[src/hw/rtl/fcci_pkg.sv]
// ----------------------------------------------------------------------------
// fcci_pkg
// Shared types, constants and the byte-wide CRC-16/CCITT-FALSE update for
// the frame counter and CRC trailer inserter.
// ----------------------------------------------------------------------------
package fcci_pkg;

  localparam int MAX_FRAME_LENGTH = 1024;
  localparam int MIN_FRAME_LENGTH = 7;

  localparam int BYTE_W = 8;
  localparam int CRC_W  = 16;
  localparam int CNT_W  = 16;
  localparam int LEN_W  = 11;
  localparam int POS_W  = $clog2(MAX_FRAME_LENGTH);
  localparam int EFF_W  = $clog2(MAX_FRAME_LENGTH + 1);

  localparam int ADDR_W = 3;
  localparam int DATA_W = 32;

  localparam logic [0:0] REG_FRAME_LENGTH = 1'b0;

  localparam logic [LEN_W-1:0] LEN_RESET = LEN_W'(21);
  localparam logic [CRC_W-1:0] CRC_INIT  = 16'hFFFF;
  localparam logic [CRC_W-1:0] CRC_POLY  = 16'h1021;

  typedef struct packed {
    logic              valid;
    logic [BYTE_W-1:0] data;
  } beat_t;

  function automatic logic [CRC_W-1:0] crc_byte(input logic [CRC_W-1:0] crc,
                                                input logic [BYTE_W-1:0] b);
    logic [CRC_W-1:0] c;
    c = crc ^ {b, 8'h00};
    for (int k = 0; k < 8; k++) begin
      if (c[CRC_W-1]) begin
        c = {c[CRC_W-2:0], 1'b0} ^ CRC_POLY;
      end else begin
        c = {c[CRC_W-2:0], 1'b0};
      end
    end
    return c;
  endfunction

endpackage

[src/hw/rtl/fcci_in_stage.sv]
// ----------------------------------------------------------------------------
// fcci_in_stage
// Input register: holds one accepted beat until the processing stage takes it.
// ----------------------------------------------------------------------------
module fcci_in_stage (
  input  logic                       clk,
  input  logic                       rst,
  input  logic                       in_valid,
  output logic                       in_stall,
  input  logic [fcci_pkg::BYTE_W-1:0] frame_byte,
  input  logic                       advance,
  output fcci_pkg::beat_t            beat
);
  import fcci_pkg::*;

  logic load;

  assign load     = !beat.valid || advance;
  assign in_stall = beat.valid && !advance;

  always_ff @(posedge clk) begin
    if (rst) begin
      beat.valid <= 1'b0;
    end else if (load) begin
      beat.valid <= in_valid;
    end
    if (load && in_valid) begin
      beat.data <= frame_byte;
    end
  end

endmodule

[src/hw/rtl/fcci_proc.sv]
// ----------------------------------------------------------------------------
// fcci_proc
// Frame state, counter and CRC substitution, and the result register.
// ----------------------------------------------------------------------------
module fcci_proc (
  input  logic                        clk,
  input  logic                        rst,
  input  fcci_pkg::beat_t             beat,
  input  logic [fcci_pkg::EFF_W-1:0]  eff_len,
  output logic                        advance,
  output logic                        out_valid,
  input  logic                        out_stall,
  output logic [fcci_pkg::BYTE_W-1:0] out_byte,
  output logic                        last_of_frame
);
  import fcci_pkg::*;

  logic [CNT_W-1:0]  frame_counter;
  logic [POS_W-1:0]  byte_position;
  logic [CRC_W-1:0]  running_crc;

  logic [CNT_W-1:0]  frame_counter_next;
  logic [POS_W-1:0]  byte_position_next;
  logic [CRC_W-1:0]  running_crc_next;
  logic [BYTE_W-1:0] out_byte_next;
  logic              last_next;
  logic [EFF_W-1:0]  pos;
  logic              take;

  assign advance = !out_valid || !out_stall;
  assign take    = advance && beat.valid;
  assign pos     = EFF_W'(byte_position);

  always_comb begin
    last_next          = (pos >= eff_len - EFF_W'(1));
    frame_counter_next = frame_counter;
    running_crc_next   = running_crc;
    out_byte_next      = beat.data;
    if (byte_position == '0) begin
      frame_counter_next = frame_counter + CNT_W'(1);
    end
    if (!last_next) begin
      if (pos == EFF_W'(2)) begin
        out_byte_next = frame_counter_next[CNT_W-1:BYTE_W];
      end else if (pos == EFF_W'(3)) begin
        out_byte_next = frame_counter_next[BYTE_W-1:0];
      end
      if (pos == eff_len - EFF_W'(3)) begin
        out_byte_next = running_crc[CRC_W-1:BYTE_W];
      end else if (pos == eff_len - EFF_W'(2)) begin
        out_byte_next = running_crc[BYTE_W-1:0];
      end else if (pos >= EFF_W'(1) && pos <= eff_len - EFF_W'(4)) begin
        running_crc_next = crc_byte(running_crc, out_byte_next);
      end
    end
    if (last_next) begin
      byte_position_next = '0;
      running_crc_next   = CRC_INIT;
    end else begin
      byte_position_next = byte_position + POS_W'(1);
    end
  end

  always_ff @(posedge clk) begin
    if (rst) begin
      frame_counter <= '0;
      byte_position <= '0;
      running_crc   <= CRC_INIT;
      out_valid     <= 1'b0;
    end else begin
      if (advance) begin
        out_valid <= beat.valid;
      end
      if (take) begin
        frame_counter <= frame_counter_next;
        byte_position <= byte_position_next;
        running_crc   <= running_crc_next;
      end
    end
  end

  always_ff @(posedge clk) begin
    if (take) begin
      out_byte      <= out_byte_next;
      last_of_frame <= last_next;
    end
  end

endmodule

[src/hw/rtl/frame_counter_crc_inserter_unit.sv]
// ----------------------------------------------------------------------------
// frame_counter_crc_inserter_unit
// Frame byte stream pass-through with frame counter and CRC trailer insertion.
//
// Bytes of an outgoing frame enter on the input channel (in_valid, in_stall,
// frame_byte), one per beat, and leave on the output channel (out_valid,
// out_stall, out_byte, last_of_frame), one result beat per input beat.
// Bytes 2 and 3 carry the incremented 16-bit frame counter, and bytes
// length-3 and length-2 carry the CRC-16/CCITT-FALSE over bytes 1 through
// length-4. last_of_frame marks the final byte of each frame.
// An input beat passes through an input register and a result register, with
// the counter and CRC update between them.
// Throughput is one beat per cycle while out_stall is low; the byte-wide CRC update sets the path.
// While out_stall holds a result, one more input beat is taken into the input
// register before in_stall rises. frame_length (APB offset 0) is saturated to
// 7..1024; the user must write it only while the channels are idle, which the
// block does not enforce. Reset clears both stages, the frame counter, the
// byte position and the CRC, and sets frame_length to 21.
// ----------------------------------------------------------------------------
module frame_counter_crc_inserter_unit (
  input  logic                        clk,
  input  logic                        rst,
  input  logic                        psel,
  input  logic                        penable,
  input  logic                        pwrite,
  input  logic [fcci_pkg::ADDR_W-1:0] paddr,
  input  logic [fcci_pkg::DATA_W-1:0] pwdata,
  output logic [fcci_pkg::DATA_W-1:0] prdata,
  output logic                        pready,
  input  logic                        in_valid,
  output logic                        in_stall,
  input  logic [fcci_pkg::BYTE_W-1:0] frame_byte,
  output logic                        out_valid,
  input  logic                        out_stall,
  output logic [fcci_pkg::BYTE_W-1:0] out_byte,
  output logic                        last_of_frame
);
  import fcci_pkg::*;

  logic [LEN_W-1:0] frame_length;
  logic [EFF_W-1:0] eff_len;
  logic             advance;
  logic             sel_len;
  beat_t            beat;

  assign pready  = 1'b1;
  assign sel_len = (paddr[ADDR_W-1:2] == REG_FRAME_LENGTH);

  always_ff @(posedge clk) begin
    if (rst) begin
      frame_length <= LEN_RESET;
    end else if (psel && penable && pwrite && pready && sel_len) begin
      frame_length <= pwdata[LEN_W-1:0];
    end
  end

  always_comb begin
    if (sel_len) begin
      prdata = DATA_W'(frame_length);
    end else begin
      prdata = '0;
    end
  end

  always_comb begin
    if (32'(frame_length) < 32'(MIN_FRAME_LENGTH)) begin
      eff_len = EFF_W'(MIN_FRAME_LENGTH);
    end else if (32'(frame_length) > 32'(MAX_FRAME_LENGTH)) begin
      eff_len = EFF_W'(MAX_FRAME_LENGTH);
    end else begin
      eff_len = EFF_W'(frame_length);
    end
  end

  fcci_in_stage u_in_stage (
    .clk        (clk),
    .rst        (rst),
    .in_valid   (in_valid),
    .in_stall   (in_stall),
    .frame_byte (frame_byte),
    .advance    (advance),
    .beat       (beat)
  );

  fcci_proc u_proc (
    .clk           (clk),
    .rst           (rst),
    .beat          (beat),
    .eff_len       (eff_len),
    .advance       (advance),
    .out_valid     (out_valid),
    .out_stall     (out_stall),
    .out_byte      (out_byte),
    .last_of_frame (last_of_frame)
  );

endmodule

[config.mk]
export PLATFORM = sky130hd
export DESIGN_NAME = frame_counter_crc_inserter_unit
export DESIGN_NICKNAME = d
export VERILOG_FILES = /design/src/hw/rtl/fcci_pkg.sv /design/src/hw/rtl/fcci_in_stage.sv /design/src/hw/rtl/fcci_proc.sv /design/src/hw/rtl/frame_counter_crc_inserter_unit.sv
export SDC_FILE = /design/constraint.sdc
export NUM_CORES = 1
export LEC_CHECK = 0
export ABC_AREA = 0
export BUFFER_PORTS_ARGS = -buffer_cell sky130_fd_sc_hd__buf_4
export CAP_MARGIN = 5
export CORE_MARGIN = 10
export CORE_UTILIZATION = 45
export CTS_CLUSTER_SIZE = 30
export DETAILED_ROUTE_END_ITERATION = 8
export PLACE_DENSITY = 0.67
export SYNTH_ARGS = -nofsm -noshare
export SYNTH_HDL_FRONTEND = slang
export SYNTH_SLANG_ARGS = --single-unit
[constraint.sdc]
create_clock -name clk -period 4.4 [get_ports clk]
set_input_delay 0.88 -clock clk [delete_from_list [all_inputs] [get_ports clk]]
set_output_delay 0.88 -clock clk [all_outputs]
set_load 0.005 [all_outputs]
# [Word level (Yosys, flattened, before mapping)]
# Index checks and enable logic that the tools add are counted.
[totals] mem_bits_rw=0 latch_bits=0 n_memories=0 register_bits=72 in_bits=50 mem_bits_ro=0 elab_cells=103 out_inout_bits=44
[op_classes] div=0 shifts=0 n_lt_le_gt_ge=5 reduce_logical=16 muxes=51 bitwise=10 n_mul=0 addsub=6 n_eq_ne=6
[op_table] op="$mux 16" n=33
[op_table] op="$mux 13" n=8
[op_table] op="$mux 8" n=6
[op_table] op="$mux 11" n=3
[op_table] op="$not 3->3" n=8
[op_table] op="$eq 10x11->1" n=2
[op_table] op="$sub 11x2->11 const B" n=2
[op_table] op="$eq 10x2->1 const B" n=2
[op_table] op="$add 16x1->16 const B" n=1
[op_table] op="$xor 16x16->16" n=1
[op_table] op="$ge 10x11->1" n=1
[op_table] op="$gt 11x11->1 const B" n=1
[op_table] op="$le 10x11->1" n=1
[op_table] op="$lt 11x3->1 const B" n=1
[op_table] op="$sub 11x1->11 const B" n=1
[op_table] op="$sub 11x3->11 const B" n=1
[op_table] op="$add 10x1->10 const B" n=1
[op_table] op="$ge 10x1->1 const B" n=1
[op_table] op="$logic_not 10->1" n=1
[op_table] op="$mux 10" n=1
[op_table] op="$logic_and 1x1->1" n=7
[op_table] op="$logic_not 1->1" n=4
[op_table] op="$ne 2x1->1 const B" n=2
[op_table] op="$reduce_and 4->1" n=1
[op_table] op="3 further kinds" n=4

# [Logic depth before layout (Yosys ltp)]
[logic_depth] word_depth=55 depth_mapped=23 ltp_nobuf=20

# [Cells and area by module]
# A second synthesis with hierarchy kept.
[hier_totals] hier_cells=643 hier_area_um2=5649.2
[by_module_without_submodules] module="fcci_proc" area_each_um2=4535.6 seq_area_each_um2=1131.1 cells_each=530 n_inst=1
[by_module_without_submodules] module="frame_counter_crc_inserter_unit" area_each_um2=823.3 seq_area_each_um2=220.2 cells_each=101 n_inst=1
[by_module_without_submodules] module="fcci_in_stage" area_each_um2=290.3 seq_area_each_um2=260.2 cells_each=12 n_inst=1

# [Worst setup path after synthesis]
# Ideal clock, no wire load.
[synth_path] path_type="register -> register" start="reg frame_length[6]" end="reg u_proc.running_crc[10]" synth_period_minus_slack_ps=4546 path_buffers=5 setup_ps=149 required_time_ps=4251 path_stages_with_launch=22 t_arrival_ps=4398 setup_slack_ps=-146 cell_sequence="dfxtp_1 > clkbuf_1 > or4_1 > clkbuf_1 > nor2_1 > o21ai_1 > ha_1 > clkbuf_1 > clkbuf_1 > a21oi_1 > a31oi_1 > a21oi_1 > ha_1 > a21o_1 > a21o_1 > a2111oi_0 > or3b_2 > and2_1 > inv_1 > buf_6 > nor4_1 > a2bb2oi_1"
[synth_between] word_cells_on_any_way=18 cone_classes="add/sub: 4; order compare: 4; eq/ne: 4; mux: 3; reduce/logical: 3"
[synth_rtl] element="start, declared" line="frame_counter_crc_inserter_unit.sv:40" source="logic [LEN_W-1:0] frame_length;"
[synth_rtl] element="start signal, assigned" line="frame_counter_crc_inserter_unit.sv:53" source="frame_length <= pwdata[LEN_W-1:0];"
[synth_rtl] element="$gt 11x11->1" line="frame_counter_crc_inserter_unit.sv:68" source="end else if (32'(frame_length) > 32'(MAX_FRAME_LENGTH)) begin"
[synth_rtl] element="$mux 11" line="frame_counter_crc_inserter_unit.sv:68"
[synth_rtl] element="$mux 11 *" line="frame_counter_crc_inserter_unit.sv:66" source="if (32'(frame_length) < 32'(MIN_FRAME_LENGTH)) begin"
[synth_rtl] element="$sub 11x1->11 *" line="fcci_proc.sv:35" source="last_next = (pos >= eff_len - EFF_W'(1));"
[synth_rtl] element="$ge 10x11->1 *" line="fcci_proc.sv:35"
[synth_rtl] element="net u_proc.last_next" line="fcci_proc.sv:26" source="logic last_next;"
[synth_rtl] element="$ne 2x1->1 (no line) or $reduce_bool 2->1 (tied branches)"
[synth_rtl] element="$reduce_and 4->1 (no line)"
[synth_rtl] element="end signal, assigned" line="fcci_proc.sv:77" source="running_crc <= running_crc_next;"
[synth_rtl] element="end, declared" line="fcci_proc.sv:20" source="logic [CRC_W-1:0] running_crc;"
# The timed path passes the listed nets; every way through them passes the cells marked *.
# A chain may end at the register's enable or synchronous reset.

# [Final worst setup path]
[layout_path] start="reg frame_length[3]" end="reg u_proc.running_crc[8]"
[layout_between] elab_chain_cells=8 word_cells_on_any_way=18 cone_classes="add/sub: 4; order compare: 4; eq/ne: 4; mux: 3; reduce/logical: 3"
[layout_lines] element="$gt 11x11->1" line="frame_counter_crc_inserter_unit.sv:68"
[layout_lines] element="$mux 11" line="frame_counter_crc_inserter_unit.sv:68"
[layout_lines] element="$mux 11 *" line="frame_counter_crc_inserter_unit.sv:66"
[layout_lines] element="$sub 11x3->11" line="fcci_proc.sv:52" source="end else if (pos >= EFF_W'(1) && pos <= eff_len - EFF_W'(4)) begin"
[layout_lines] element="$le 10x11->1" line="fcci_proc.sv:52"
[layout_lines] element="$logic_and 1x1->1" line="fcci_proc.sv:52"
[layout_lines] element="$reduce_bool 2->1 (no line)"
[layout_lines] element="$reduce_and 4->1 (no line)"
# Every way passes the cells marked *; elsewhere a longest branch is shown, timed or not.

==> impl_results.md <==
* Number of flops mapped to enable cells by yosys at 17
* Max Fclk at 239.6 MHz
* Vias in the first global route at 5330
* Inserted Clock Buffers at 9
* Crit-path max cell delay at 0.60 ns
* CTS tree: built
* Power per cell area at 273.0 mW/mm^2
* Crit path max fanout at 10
* Static Leak at 2.721 nW
* Clk root buf: clkbuf_16
* Initial antenna violation count at 0
* Share of cells above drive strength 1 at 0.1783
* Switching Fraction at 0.2580
* Total GRT Usage at 0.1859
* Final setup margin at 0.2260 ns
* Tightest Pin Transition at 0.8693 ns
* Top delay family on crit path: compound AO/OA/AOI/OAI gates
* # hold bufs at CTS at 0
* # Max-Cap Violations at 0
* First-pass DRT Iterations at 8
* I/O pins at 94
* Min-Delay Path Class: register to register
* Reg clk slew, reported paths at 0.06 ns
* WP data required at 4.63 ns
* Placed cell count at 933
* Critical Path End Type: register
* Area grow syn2layout at 13.56%
* Internal power at 0.001374 W
* Die area at 0.01828 mm^2
* Worst r2r path cells at 15
* First-pass GRT wire length at 27.49 mm
* RSZ-0062 raised after global routing: false
* Area of the mapped netlist at 0.005972 mm^2
* Port Buffers at 48
* Outcome: completed
* Final wirelength at 16.96 mm
* HPWL after DPL at 12.86 mm
* Via count at 5423
* Drt drc at 0
* Mapped Avg Cell Area at 8.181 um^2
* Yosys cell types at 75
* Crit path depth at 15
* Period utilisation layout at 0.9486
* Placement Setup Slack at -0.07017 ns
* Final Setup Violations at 0
* PnR Total Power at 0.001851 W
* Cells after Synth at 730
* WS Path Type: register to register
* Hold depth at 2
* Slew Limit Fails at 0
* Worst skew pair latency at 0.34 ns
* Drt via density at 5.708
* Worst Path Arrival at 4.40 ns
* Final cell count without fillers at 950
* WP buf/inv at 1
* Synth Flop Type: dfxtp_1
* Worst Skew at 0.008502 ns
* Synth Register Bits at 72
* Yosys warning count at 0
* Wire per inst at 17.85 um
* Placement Rows at 42
* H-tree depth at 3
* Highest-count cells in the layout ignoring fill and taps: buf_4 (86), nor2_1 (67), dfxtp_1 (55)
* Width of the die at 135.2 um
* CP cell instances: or4_4, nor2_4, o21ai_1, ha_1, buf_4, a31oi_1, o22ai_1, ha_1, a21o_1, a21oi_1, o2111ai_1, a31oi_1, o21ai_0, or4_4, o22a_1
* CP max stage cell: or4_4
* Ys async rst share at 0
* Nets at 849
* Clk pwr share at 0.418
* Starting Density at 0.4546
* Switching pwr at 0.0004776 W
* Post-route minimum period at 4.174 ns
* Antenna Cells at 0
* DRT iter0 DRCs at 513
* CTS Buffer Depth at 2
* Antenna-violating nets left at 0
* Most common cell after layout, fill and taps aside: buf_4
* Clk sinks at 72
* IR drop worst, VDD at 0.0001758 V
* Largest net degree at the start of global routing at 41
* Rel. slew slack at 0.4193
* Share of total power in combinational logic at 0.189
* Core Box Area at 0.01314 mm^2
* Die Y at 135.2 um
* Final Hold Fails at 0
* GP Congestion at 0.9175
* Grt ovf at 0
* Sequential-to-total area share from yosys stat at 0.2699
* Reg power frac at 0.394
* Startpoint Class: register
==> power groups by stage <==
stage | clock network [W] | logic (W) | registers (W)
detailed placement | 0 | 0.000341 | 0.000741
global placement | 0 | 0.000334 | 0.000741
CTS | 0.000786 | 0.000344 | 0.000728
global route | 0.000812 | 0.000386 | 0.000731
floorplan | 0 | 0.000258 | 0.000736
finish | 0.000773 | 0.000350 | 0.000729
==> state kept, by name, indices dropped and copies added, names as in the netlist <==
signal,cells
u_proc.byte_position,10
frame_length,11
u_proc.out_valid,1
u_proc.out_byte,8
u_in_stage.beat,9
u_proc.running_crc,16
u_proc.last_of_frame,1
u_proc.frame_counter,16
==> routing by layer <==
layer	vias to the layer above	routed length (um)	global-route usage
met3	24	884	0.04266
met1	2594	7323	0.2193
li1	2656	-	-
met2	149	8398	0.3245
met5	-	0	0
met4	0	355	0.06160
==> worst reg2reg max path, cell delays in order, from the launching register on <==
cell,delay [ns]
dfxtp_1,0.31
or4_4,0.55
nor2_4,0.12
o21ai_1,0.11
ha_1,0.34
buf_4,0.21
a31oi_1,0.16
o22ai_1,0.12
ha_1,0.33
a21o_1,0.19
a21oi_1,0.20
o2111ai_1,0.15
a31oi_1,0.28
o21ai_0,0.21
or4_4,0.60
o22a_1,0.20
==> through the flow <==
step | setup TNS, ns | utilization | hold WS [ns] | area, um^2
2_1_floorplan | 0 | - | 0.4507 | 6053
3_3_place_gp | 0 | 0.4879 | 0.4671 | 6410
3_5_place_dp | -0.2708 | 0.4879 | 0.4878 | 6410
4_1_cts | 0 | 0.5129 | 0.4996 | 6738
5_1_grt | 0 | 0.5162 | 0.5271 | 6782
6_report | 0 | 0.5162 | 0.4936 | 6782
==> area by class of cell <==
class                           count  area (um^2)
Multi-Input combinational cell    575         3890
Fill cell                        1250         6356
Clock buffer                       14        285.3
Tap cell                          176        220.2
Clock inverter                      2        35.03
Sequential cell                    72         1612
Timing Repair Buffer               86        645.6
Inverter                           25        93.84
==> cells by family (layout without fill, tap and decap cells) <==
kind of cell	Yosys count	in the layout	synth area share
flip-flops	72	72	0.2699
AND/OR/NAND/NOR	263	263	0.2319
XOR/XNOR	78	78	0.1324
buffers and inverters	103	127	0.09973
other	2	22	0.001258
multiplexers	9	9	0.01550
AO/OA/AOI/OAI	173	173	0.1865
adder cells (fa/ha/maj)	30	30	0.06285
==> synth_stat cells, drive strengths merged, types with 4 or more instances <==
cell type,n,area share
nor2,69,0.043
dfxtp,55,0.18
nand2,54,0.034
o21ai,47,0.039
a21oi,45,0.038
buf,39,0.051
clkbuf,38,0.031
xnor2,37,0.054
xor2,35,0.055
ha,30,0.063
inv,25,0.016
nand3,23,0.019
nand4,23,0.024
edfxtp,17,0.085
nor2b,15,0.016
a31oi,12,0.014
nor4,12,0.016
nor3,11,0.0092
and3,10,0.011
a21o,9,0.011
or4,9,0.013
a2bb2oi,7,0.010
mux2i,7,0.012
o22a,6,0.0088
or3,6,0.0063
a211oi,5,0.0063
a311oi,5,0.0073
o311ai,5,0.0073
or3b,5,0.0073
xnor3,5,0.019
and2,4,0.0042
nand3b,4,0.0050
nor3b,4,0.0050
o31ai,4,0.0050
or2,4,0.0042
==> what timing repair did <==
item	in CTS	in global routing
pin swaps	0	6
resized for setup	3	7
gates cloned	0	0
setup buffers	0	1
setup endpoints to repair	4	16
==> final timing paths <==
check / from / end / slack (ns)
max: frame_length[3]$_SDFFE_PP0P_ / u_proc.running_crc[8]$_SDFFE_PP1P_ / 0.23
min: u_in_stage.beat[8]$_SDFFE_PP0N_ / u_proc.out_valid$_SDFFE_PP0P_ / 0.49
max reg2reg: frame_length[3]$_SDFFE_PP0P_ / u_proc.running_crc[8]$_SDFFE_PP1P_ / 0.23
min reg2reg: u_in_stage.beat[8]$_SDFFE_PP0N_ / u_proc.out_valid$_SDFFE_PP0P_ / 0.49
Note: power is estimated with default switching activity, not from simulation.
